[src/rtl/rhc_pkg.sv]
// shared constants, widths and controller/datapath interface types
// of the rgb to hsv converter; depends on nothing
package rhc_pkg;

  localparam int unsigned FRAC_BITS = 12;
  localparam int unsigned CH_W      = 8;
  localparam int unsigned HUE_W     = 15;
  localparam int unsigned SAT_W     = 13;
  localparam int unsigned COLOR_W   = 3 * CH_W;

  // quotient of a ratio that never exceeds one: integer bit plus fraction bits
  localparam int unsigned QUO_W  = FRAC_BITS + 1;
  localparam int unsigned CNT_W  = $clog2(QUO_W + 1);
  localparam int unsigned CALC_W = (FRAC_BITS + 4 > 16) ? FRAC_BITS + 4 : 16;

  localparam logic [CNT_W-1:0]  DIV_STEPS = CNT_W'(QUO_W);
  localparam logic [CALC_W-1:0] ONE       = CALC_W'(1) << FRAC_BITS;

  localparam int unsigned OUT_DATA_W = ((HUE_W + SAT_W + CH_W + 7) / 8) * 8;

  typedef struct packed {
    logic capture;
    logic eval;
    logic div_start;
    logic div_hue;
    logic store_sat;
    logic store_hue;
    logic emit;
  } cmd_t;

  typedef struct packed {
    logic changed;
    logic nonblack;
    logic chroma;
    logic div_done;
    logic out_free;
  } sts_t;

endpackage

[src/rtl/rhc_divider.sv]
// radix-2 restoring divider, one quotient bit per cycle, for ratios num/den <= 1
// gives floor(num * 2^FRAC_BITS / den) and a nonzero-remainder flag; uses rhc_pkg
module rhc_divider (
  input  logic                        clk_i,
  input  logic                        rst_ni,
  input  logic                        start_i,
  input  logic [rhc_pkg::CH_W-1:0]    num_i,
  input  logic [rhc_pkg::CH_W-1:0]    den_i,
  output logic                        done_o,
  output logic [rhc_pkg::QUO_W-1:0]   quo_o,
  output logic                        rem_nz_o
);

  logic [rhc_pkg::CH_W:0]       rem_q;
  logic [rhc_pkg::CH_W-1:0]     den_q;
  logic [rhc_pkg::QUO_W-1:0]    quo_q;
  logic [rhc_pkg::CNT_W-1:0]    cnt_q;
  logic                         run_q;
  logic                         done_q;

  logic                         ge;
  logic [rhc_pkg::CH_W:0]       diff;
  logic [rhc_pkg::CH_W-1:0]     rem_new;

  assign ge      = rem_q >= {1'b0, den_q};
  assign diff    = rem_q - {1'b0, den_q};
  // partial remainder stays below den after the subtract
  assign rem_new = ge ? diff[rhc_pkg::CH_W-1:0] : rem_q[rhc_pkg::CH_W-1:0];

  always_ff @(posedge clk_i or negedge rst_ni) begin
    if (!rst_ni) begin
      run_q  <= 1'b0;
      done_q <= 1'b0;
      cnt_q  <= '0;
    end else begin
      done_q <= 1'b0;
      if (start_i) begin
        run_q <= 1'b1;
        cnt_q <= rhc_pkg::DIV_STEPS;
      end else if (run_q) begin
        cnt_q <= cnt_q - 1'b1;
        if (cnt_q == rhc_pkg::CNT_W'(1)) begin
          run_q  <= 1'b0;
          done_q <= 1'b1;
        end
      end
    end
  end

  always_ff @(posedge clk_i) begin
    if (start_i) begin
      rem_q <= {1'b0, num_i};
      den_q <= den_i;
      quo_q <= '0;
    end else if (run_q) begin
      rem_q <= {rem_new, 1'b0};
      quo_q <= {quo_q[rhc_pkg::QUO_W-2:0], ge};
    end
  end

  assign done_o   = done_q;
  assign quo_o    = quo_q;
  assign rem_nz_o = rem_q != '0;

endmodule

[src/rtl/rhc_datapath.sv]
// datapath: pixel registers, max/min, held hue and saturation, output register
// depends on rhc_pkg and rhc_divider
module rhc_datapath (
  input  logic                              clk_i,
  input  logic                              rst_ni,
  input  rhc_pkg::cmd_t                     cmd_i,
  output rhc_pkg::sts_t                     sts_o,
  input  logic [rhc_pkg::COLOR_W-1:0]       pixel_i,
  output logic                              out_valid_o,
  input  logic                              out_ready_i,
  output logic [rhc_pkg::HUE_W-1:0]         hue_o,
  output logic [rhc_pkg::SAT_W-1:0]         sat_o,
  output logic [rhc_pkg::CH_W-1:0]          value_o,
  output logic                              changed_o
);

  logic [rhc_pkg::CH_W-1:0]    r_q, g_q, b_q;
  logic [rhc_pkg::COLOR_W-1:0] last_color_q;
  logic [rhc_pkg::HUE_W-1:0]   held_hue_q;
  logic [rhc_pkg::SAT_W-1:0]   held_sat_q;
  logic                        changed_q;
  logic                        out_valid_q;
  logic [rhc_pkg::HUE_W-1:0]   out_hue_q;
  logic [rhc_pkg::SAT_W-1:0]   out_sat_q;
  logic [rhc_pkg::CH_W-1:0]    out_value_q;
  logic                        out_changed_q;

  logic [rhc_pkg::CH_W-1:0]    max_rg, min_rg, max_w, min_w;
  logic                        red_lead, green_lead;
  logic [rhc_pkg::CH_W-1:0]    num_a, num_b, mag;
  logic                        neg;
  logic [rhc_pkg::CH_W-1:0]    div_num, div_den;
  logic                        div_done;
  logic [rhc_pkg::QUO_W-1:0]   quo;
  logic                        rem_nz;
  logic [rhc_pkg::CALC_W-1:0]  quo_ext, ceil_ext, base, hue_full, sat_full;
  logic                        out_free;

  assign max_rg = (r_q > g_q) ? r_q : g_q;
  assign min_rg = (r_q < g_q) ? r_q : g_q;
  assign max_w  = (b_q > max_rg) ? b_q : max_rg;
  assign min_w  = (b_q < min_rg) ? b_q : min_rg;

  // ties go to red, then green
  assign red_lead   = max_w == r_q;
  assign green_lead = !red_lead && (max_w == g_q);

  always_comb begin
    if (red_lead) begin
      num_a = g_q;
      num_b = b_q;
    end else if (green_lead) begin
      num_a = b_q;
      num_b = r_q;
    end else begin
      num_a = r_q;
      num_b = g_q;
    end
  end

  assign neg = num_b > num_a;
  assign mag = neg ? (num_b - num_a) : (num_a - num_b);

  assign div_num = cmd_i.div_hue ? mag : min_w;
  assign div_den = cmd_i.div_hue ? (max_w - min_w) : max_w;

  rhc_divider u_div (
    .clk_i    (clk_i),
    .rst_ni   (rst_ni),
    .start_i  (cmd_i.div_start),
    .num_i    (div_num),
    .den_i    (div_den),
    .done_o   (div_done),
    .quo_o    (quo),
    .rem_nz_o (rem_nz)
  );

  assign quo_ext  = {{(rhc_pkg::CALC_W - rhc_pkg::QUO_W){1'b0}}, quo};
  // negative ratios floor toward minus infinity: subtract the rounded-up quotient
  assign ceil_ext = quo_ext + {{(rhc_pkg::CALC_W - 1){1'b0}}, rem_nz};

  always_comb begin
    if (red_lead) begin
      base = neg ? ((rhc_pkg::ONE << 2) + (rhc_pkg::ONE << 1)) : '0;
    end else if (green_lead) begin
      base = rhc_pkg::ONE << 1;
    end else begin
      base = rhc_pkg::ONE << 2;
    end
  end

  assign hue_full = neg ? (base - ceil_ext) : (base + quo_ext);
  assign sat_full = rhc_pkg::ONE - quo_ext;

  assign out_free = !out_valid_q || out_ready_i;

  always_ff @(posedge clk_i) begin
    if (cmd_i.capture) begin
      r_q <= pixel_i[rhc_pkg::CH_W-1:0];
      g_q <= pixel_i[2*rhc_pkg::CH_W-1:rhc_pkg::CH_W];
      b_q <= pixel_i[3*rhc_pkg::CH_W-1:2*rhc_pkg::CH_W];
    end
    if (cmd_i.eval) begin
      changed_q <= sts_o.changed;
    end
    if (cmd_i.emit) begin
      out_hue_q     <= held_hue_q;
      out_sat_q     <= held_sat_q;
      out_value_q   <= max_w;
      out_changed_q <= changed_q;
    end
  end

  always_ff @(posedge clk_i or negedge rst_ni) begin
    if (!rst_ni) begin
      last_color_q <= '0;
      held_hue_q   <= '0;
      held_sat_q   <= '0;
      out_valid_q  <= 1'b0;
    end else begin
      if (cmd_i.eval) begin
        last_color_q <= {r_q, g_q, b_q};
      end
      if (cmd_i.store_sat) begin
        held_sat_q <= sat_full[rhc_pkg::SAT_W-1:0];
      end
      if (cmd_i.store_hue) begin
        held_hue_q <= hue_full[rhc_pkg::HUE_W-1:0];
      end
      if (cmd_i.emit) begin
        out_valid_q <= 1'b1;
      end else if (out_ready_i) begin
        out_valid_q <= 1'b0;
      end
    end
  end

  assign sts_o.changed  = {r_q, g_q, b_q} != last_color_q;
  assign sts_o.nonblack = max_w != '0;
  assign sts_o.chroma   = max_w > min_w;
  assign sts_o.div_done = div_done;
  assign sts_o.out_free = out_free;

  assign out_valid_o = out_valid_q;
  assign hue_o       = out_hue_q;
  assign sat_o       = out_sat_q;
  assign value_o     = out_value_q;
  assign changed_o   = out_changed_q;

  a_hue_needs_chroma : assert property (@(posedge clk_i) disable iff (!rst_ni)
    cmd_i.store_hue |-> (changed_q && sts_o.chroma && div_done))
    else $error("hue stored for an unchanged or gray pixel");

  a_emit_into_free_slot : assert property (@(posedge clk_i) disable iff (!rst_ni)
    cmd_i.emit |-> out_free)
    else $error("result written over one not yet taken");

  a_sat_in_range : assert property (@(posedge clk_i) disable iff (!rst_ni)
    $past(cmd_i.store_sat) |->
      ({{(rhc_pkg::CALC_W - rhc_pkg::SAT_W){1'b0}}, held_sat_q} <= rhc_pkg::ONE))
    else $error("saturation above full scale");

  a_hue_in_range : assert property (@(posedge clk_i) disable iff (!rst_ni)
    $past(cmd_i.store_hue) |->
      ({{(rhc_pkg::CALC_W - rhc_pkg::HUE_W){1'b0}}, held_hue_q} <
       ((rhc_pkg::ONE << 2) + (rhc_pkg::ONE << 1))))
    else $error("hue beyond six sextants");

endmodule

[src/rtl/rhc_controller.sv]
// controller state machine sequencing capture, compare, two divisions and output
// depends on rhc_pkg
module rhc_controller (
  input  logic          clk_i,
  input  logic          rst_ni,
  input  logic          in_valid_i,
  output logic          in_ready_o,
  input  rhc_pkg::sts_t sts_i,
  output rhc_pkg::cmd_t cmd_o
);

  typedef enum logic [2:0] {
    ST_IDLE,
    ST_EVAL,
    ST_SAT,
    ST_HUE,
    ST_EMIT
  } state_e;

  state_e state_q, state_d;

  always_comb begin
    cmd_o   = '0;
    state_d = state_q;
    case (state_q)
      ST_IDLE: begin
        if (in_valid_i) begin
          cmd_o.capture = 1'b1;
          state_d       = ST_EVAL;
        end
      end
      ST_EVAL: begin
        cmd_o.eval = 1'b1;
        if (sts_i.changed && sts_i.nonblack) begin
          cmd_o.div_start = 1'b1;
          state_d         = ST_SAT;
        end else begin
          state_d = ST_EMIT;
        end
      end
      ST_SAT: begin
        if (sts_i.div_done) begin
          cmd_o.store_sat = 1'b1;
          if (sts_i.chroma) begin
            cmd_o.div_start = 1'b1;
            cmd_o.div_hue   = 1'b1;
            state_d         = ST_HUE;
          end else begin
            state_d = ST_EMIT;
          end
        end
      end
      ST_HUE: begin
        // keep the hue operand mux selected while the result is stored
        cmd_o.div_hue = 1'b1;
        if (sts_i.div_done) begin
          cmd_o.store_hue = 1'b1;
          state_d         = ST_EMIT;
        end
      end
      ST_EMIT: begin
        if (sts_i.out_free) begin
          cmd_o.emit = 1'b1;
          state_d    = ST_IDLE;
        end
      end
      default: begin
        state_d = ST_IDLE;
      end
    endcase
  end

  always_ff @(posedge clk_i or negedge rst_ni) begin
    if (!rst_ni) begin
      state_q <= ST_IDLE;
    end else begin
      state_q <= state_d;
    end
  end

  assign in_ready_o = state_q == ST_IDLE;

endmodule

[src/rtl/rgb_to_hsv_converter_core.sv]
// top level of the rgb to hsv converter: controller plus datapath
// depends on rhc_pkg, rhc_controller, rhc_datapath (and rhc_divider below it)
//
// usage:
//   the slave stream takes one 8-bit rgb pixel per transaction; the master
//   stream gives one hsv result per pixel, in order. hue is in sextants with
//   FRAC_BITS fraction bits, saturation has 2^FRAC_BITS as full scale, value
//   is the largest channel, tuser flags a colour that differs from the last.
//   gray pixels keep the previous hue, black ones keep hue and saturation.
// sequence:
//   a pixel equal to the previous one, or black, goes from compare straight
//   to output; gray takes only the saturation division; any other colour
//   takes the saturation and then the hue division, one after the other
//   on the shared bit-serial divider.
//   one pixel is worked on at a time.
// reset clears held hue, saturation and last colour to black, empties the
//   output register and returns the controller to idle.
// a stalled master side holds the result in the output register; the next
//   pixel is still accepted and processed, and waits to be emitted until the
//   output register is taken.
module rgb_to_hsv_converter_core (
  input  logic                                clk_i,
  input  logic                                rst_ni,
  input  logic                                s_axis_tvalid_i,
  output logic                                s_axis_tready_o,
  // red [7:0], green [15:8], blue [23:16]
  input  logic [rhc_pkg::COLOR_W-1:0]         s_axis_tdata_i,
  output logic                                m_axis_tvalid_o,
  input  logic                                m_axis_tready_i,
  // hue_out [14:0], sat_out [27:15], value_out [35:28], zero fill [39:36]
  output logic [rhc_pkg::OUT_DATA_W-1:0]      m_axis_tdata_o,
  // changed [0]
  output logic [0:0]                          m_axis_tuser_o
);

  rhc_pkg::cmd_t               cmd;
  rhc_pkg::sts_t               sts;
  logic [rhc_pkg::HUE_W-1:0]   hue;
  logic [rhc_pkg::SAT_W-1:0]   sat;
  logic [rhc_pkg::CH_W-1:0]    value;
  logic                        changed;

  rhc_controller u_ctrl (
    .clk_i      (clk_i),
    .rst_ni     (rst_ni),
    .in_valid_i (s_axis_tvalid_i),
    .in_ready_o (s_axis_tready_o),
    .sts_i      (sts),
    .cmd_o      (cmd)
  );

  rhc_datapath u_dp (
    .clk_i       (clk_i),
    .rst_ni      (rst_ni),
    .cmd_i       (cmd),
    .sts_o       (sts),
    .pixel_i     (s_axis_tdata_i),
    .out_valid_o (m_axis_tvalid_o),
    .out_ready_i (m_axis_tready_i),
    .hue_o       (hue),
    .sat_o       (sat),
    .value_o     (value),
    .changed_o   (changed)
  );

  assign m_axis_tdata_o = {
    {(rhc_pkg::OUT_DATA_W - rhc_pkg::HUE_W - rhc_pkg::SAT_W - rhc_pkg::CH_W){1'b0}},
    value, sat, hue
  };
  assign m_axis_tuser_o = changed;

endmodule

[config.mk]
export PLATFORM = sky130hd
export DESIGN_NAME = rgb_to_hsv_converter_core
export DESIGN_NICKNAME = d
export VERILOG_FILES = /design/src/rtl/rhc_pkg.sv /design/src/rtl/rhc_divider.sv /design/src/rtl/rhc_datapath.sv /design/src/rtl/rhc_controller.sv /design/src/rtl/rgb_to_hsv_converter_core.sv
export SDC_FILE = /design/constraint.sdc
export NUM_CORES = 1
export LEC_CHECK = 0
export BUFFER_PORTS_ARGS = -buffer_cell sky130_fd_sc_hd__buf_2
export CAP_MARGIN = 30
export CORE_AREA = 5 5 143 145
export CTS_CLUSTER_DIAMETER = 200
export CTS_CLUSTER_SIZE = 20
export DETAILED_ROUTE_END_ITERATION = 10
export DIE_AREA = 0 0 148 150
export GPL_TIMING_DRIVEN = 0
export PLACE_DENSITY_LB_ADDON = 0.25
export SYNTH_ARGS = -nofsm -noshare
export SYNTH_HDL_FRONTEND = slang
export SYNTH_HIERARCHICAL = 1
export SYNTH_SLANG_ARGS = --single-unit
[constraint.sdc]
create_clock -name clk_i -period 18.75 [get_ports clk_i]
set_input_delay 0.9375 -clock clk_i [delete_from_list [all_inputs] [get_ports clk_i]]
set_output_delay 0.9375 -clock clk_i [all_outputs]
set_load 0.01 [all_outputs]
==> results.md <==
- Status: complete, no violations
- Drc violations: 0
- Area share of the largest cell type after synthesis: 0.228
- Max FO, Critical Path: 10
- Via density: 5.71
- Routability cong.: 0.908
- Crit share post-route: 0.469
- Die H: 150 µm
- Most common cell after layout, fill and taps aside: ha_1
- H-Tree Depth: 4
- Leading post-synthesis cells by cell area: edfxtp_1 23%, dfrtp_1 15%, ha_1 10%
- Clock sink count: 154
- Count of final hold-check violations: 0
- Share of synthesized flip-flops with an asynchronous set or reset: 0.403
- Mapped cell area: 0.0103 mm²
- Fmax: 114 MHz
- Post-route ant nets: 0
- First-pass GRT wire length: 38600 µm
- Synthesized flop and latch total: 154
- Total gr overflow: 0
- Full die area: ~0.022 mm²
- Most frequent cells in the layout: 82 x ha_1, 78 x nor2_1, 78 x edfxtp_1, 76 x mux2_2
- Number of flops mapped to enable cells by yosys: 78
- Area Overhead vs Synth: 12.2%
- Clock skew: 0.00868 ns
- RSZ-0062 raised after global routing: no
- Initial antenna violation count: 0
- Slew of the pin with the lowest slew margin: 0.973 ns
- Post-Syn Area per Cell: 10.3 µm²
- Critical Path Slowest Stage Cell: clkbuf_1
- CTS tree: built
- Post-CTS Setup Repair Bufs: 0
- Leading area contributor after synthesis: edfxtp_1
- IO Count: 71
- Num rows: 51
- Syn. warnings: 6
- Worst path arrival time: 8.98 ns
- Starting Density: 0.539
- Pre-Repair DR Iteration Count: 5
- Final #Nets: 1204
- Post-cts sizing count: 0
- Num CTS Buffers: 17
- Pin count of the biggest net entering global routing: 63
- Worst hold path type: flop to flop
- Synth unique cells: 78
- Via count: about 7700
- Hold buffers post-CTS: 0
- Worst slew margin: 0.351
- Vias in the first global route: 7574
- Clock Path Buffers: 2
- Endpoint class of the critical path: flop
- Share of cells above drive strength 1: 0.201
- Critical path type: flop to flop
- Max-cap violations: 0
- Clock root buffer: clkbuf_16
- Die Span X: around 150 µm
- Final Max Tran Viols: 0
- Top FF cell, synth: edfxtp_1
- Number of port buffers: 66
- Total Wirelength: 23400 µm
- Final min period: 8.80 ns
- Mapped Cells: 1001
- Total negative slack: 0 ns
- Worst-path clk slew: 0.07 ns
- Critical Path Source Type: flop
- Core area: 0.0191 mm²
- 1st-iter DRT viols: 675
- WP data required: 18.93 ns
- Max incr delay on CP: 0.46 ns
- Part of the Yosys area used for sequential elements: 0.406
- Detail Placement HPWL: 17400 µm
- Clock Latency Late Sink: about 0.43 ns
- Final setup violation count: 0
- Total track usage: 0.217
- Detailed-route wire length per cell: 17.5 µm
- Number of diodes: 0
-- through the flow --
| step | utilization | instance area [µm²] | setup slack, ns | hold slack [ns] | cells |
|---|---|---|---|---|---|
| floorplan | - | 10300 | 11.36 | 0.400 | 1004 |
| global placement | 0.573 | 10900 | 10.05 | 0.426 | 1308 |
| detailed placement | 0.574 | 11000 | 10.08 | 0.431 | 1309 |
| CTS | 0.605 | 11500 | 10.03 | 0.448 | 1341 |
| global route | 0.605 | 11500 | 9.33 | 0.457 | 1341 |
| finish | 0.605 | 11500 | 9.95 | 0.447 | 1341 |
-- critical path, delay by kind of cell (launching register included) --
| family | cells | cell delay [ns] |
|---|---|---|
| AOI/OAI and AO/OA | 11 | 2.35 |
| xor gates and xnor gates | 1 | 0.21 |
| adders and majority gates | 4 | 1.29 |
| buffers and inverters | 7 | 1.66 |
| DFF | 1 | 0.32 |
| muxes | 5 | 1.51 |
| and+or+nand+nor | 5 | 1.19 |
-- layer usage --
| layer | share of wire | global-route usage | wire (µm) | vias up |
|---|---|---|---|---|
| li1 | - | - | - | 3724 |
| met1 | 0.44 | 0.286 | 10400 | 3616 |
| met2 | 0.47 | 0.359 | 11100 | 268 |
| met3 | 0.055 | 0.0357 | 1280 | 49 |
| met4 | 0.028 | 0.0873 | 651 | 0 |
| met5 | 0 | 0 | 0 | - |
-- path summary, 6_finish.rpt --
path	from	to	slack, ns	cells after the start
setup reg to reg	u_dp/g_q[5]	u_dp/u_div/rem_q[5]	9.95	33
hold / removal	u_dp/held_hue_q[8]	u_dp/hue_o[8]	0.45	0
setup / recovery	u_dp/g_q[5]	u_dp/u_div/rem_q[5]	9.95	33
min in group asynchronous	rst_ni	u_dp/u_div/cnt_q[0]	0.58	1
hold reg to reg	u_dp/held_hue_q[8]	u_dp/hue_o[8]	0.45	0
max in group asynchronous	rst_ni	u_dp/last_color_q[7]	17.63	1
-- logic make-up (layout without fill, tap and decap cells) --
family	after synthesis	after routing	synth area share
other	1	4	0.000365
xor gates and xnor gates	82	82	0.0698
AOI/OAI and AO/OA	197	197	0.126
DFF	154	154	0.406
and+or+nand+nor	235	235	0.112
muxes	117	117	0.124
adders and majority gates	86	86	0.108
buffers and inverters	129	228	0.0550
-- flip-flops by register name, summed over array words and instances, names as in the netlist, 3 cells and up --
| signal | count |
|---|---|
| u_dp/b_q | 8 |
| u_ctrl/state_q | 3 |
| u_dp/u_div/rem_q | 9 |
| u_dp/last_color_q | 24 |
| u_dp/r_q | 8 |
| u_dp/held_hue_q | 15 |
| u_dp/sat_o | 13 |
| u_dp/held_sat_q | 13 |
| u_dp/value_o | 8 |
| u_dp/g_q | 8 |
| u_dp/hue_o | 15 |
| u_dp/u_div/quo_o | 13 |
| u_dp/u_div/cnt_q | 4 |
| u_dp/u_div/den_q | 8 |
-- cell usage after synthesis, types with 17 or more instances --
cell      count
o21ai_0      35
edfxtp_1     78
dfrtp_1      62
nand4_1      17
mux2i_1      39
nor3_1       20
a21oi_1      73
ha_1         82
xor2_1       24
nand2_1      48
inv_1        62
xnor2_1      58
mux2_2       76
nor2_1       78
clkbuf_1     41
-- cell type report --
class / instances / area [µm²]
fillers: 1558 / 7540
multi-input cells: 721 / 5560
flip-flops and latches: 154 / 4170
clock buffers: 19 / 443
repair buffers: 67 / 360
plain buffers: 66 / 329
well taps: 238 / 298
inverters: 63 / 236
clock inverters: 13 / 140
Power is left out: the tool's default activity adds up to more than one toggle a clock period on the data nets, which glitch-free logic cannot reach.
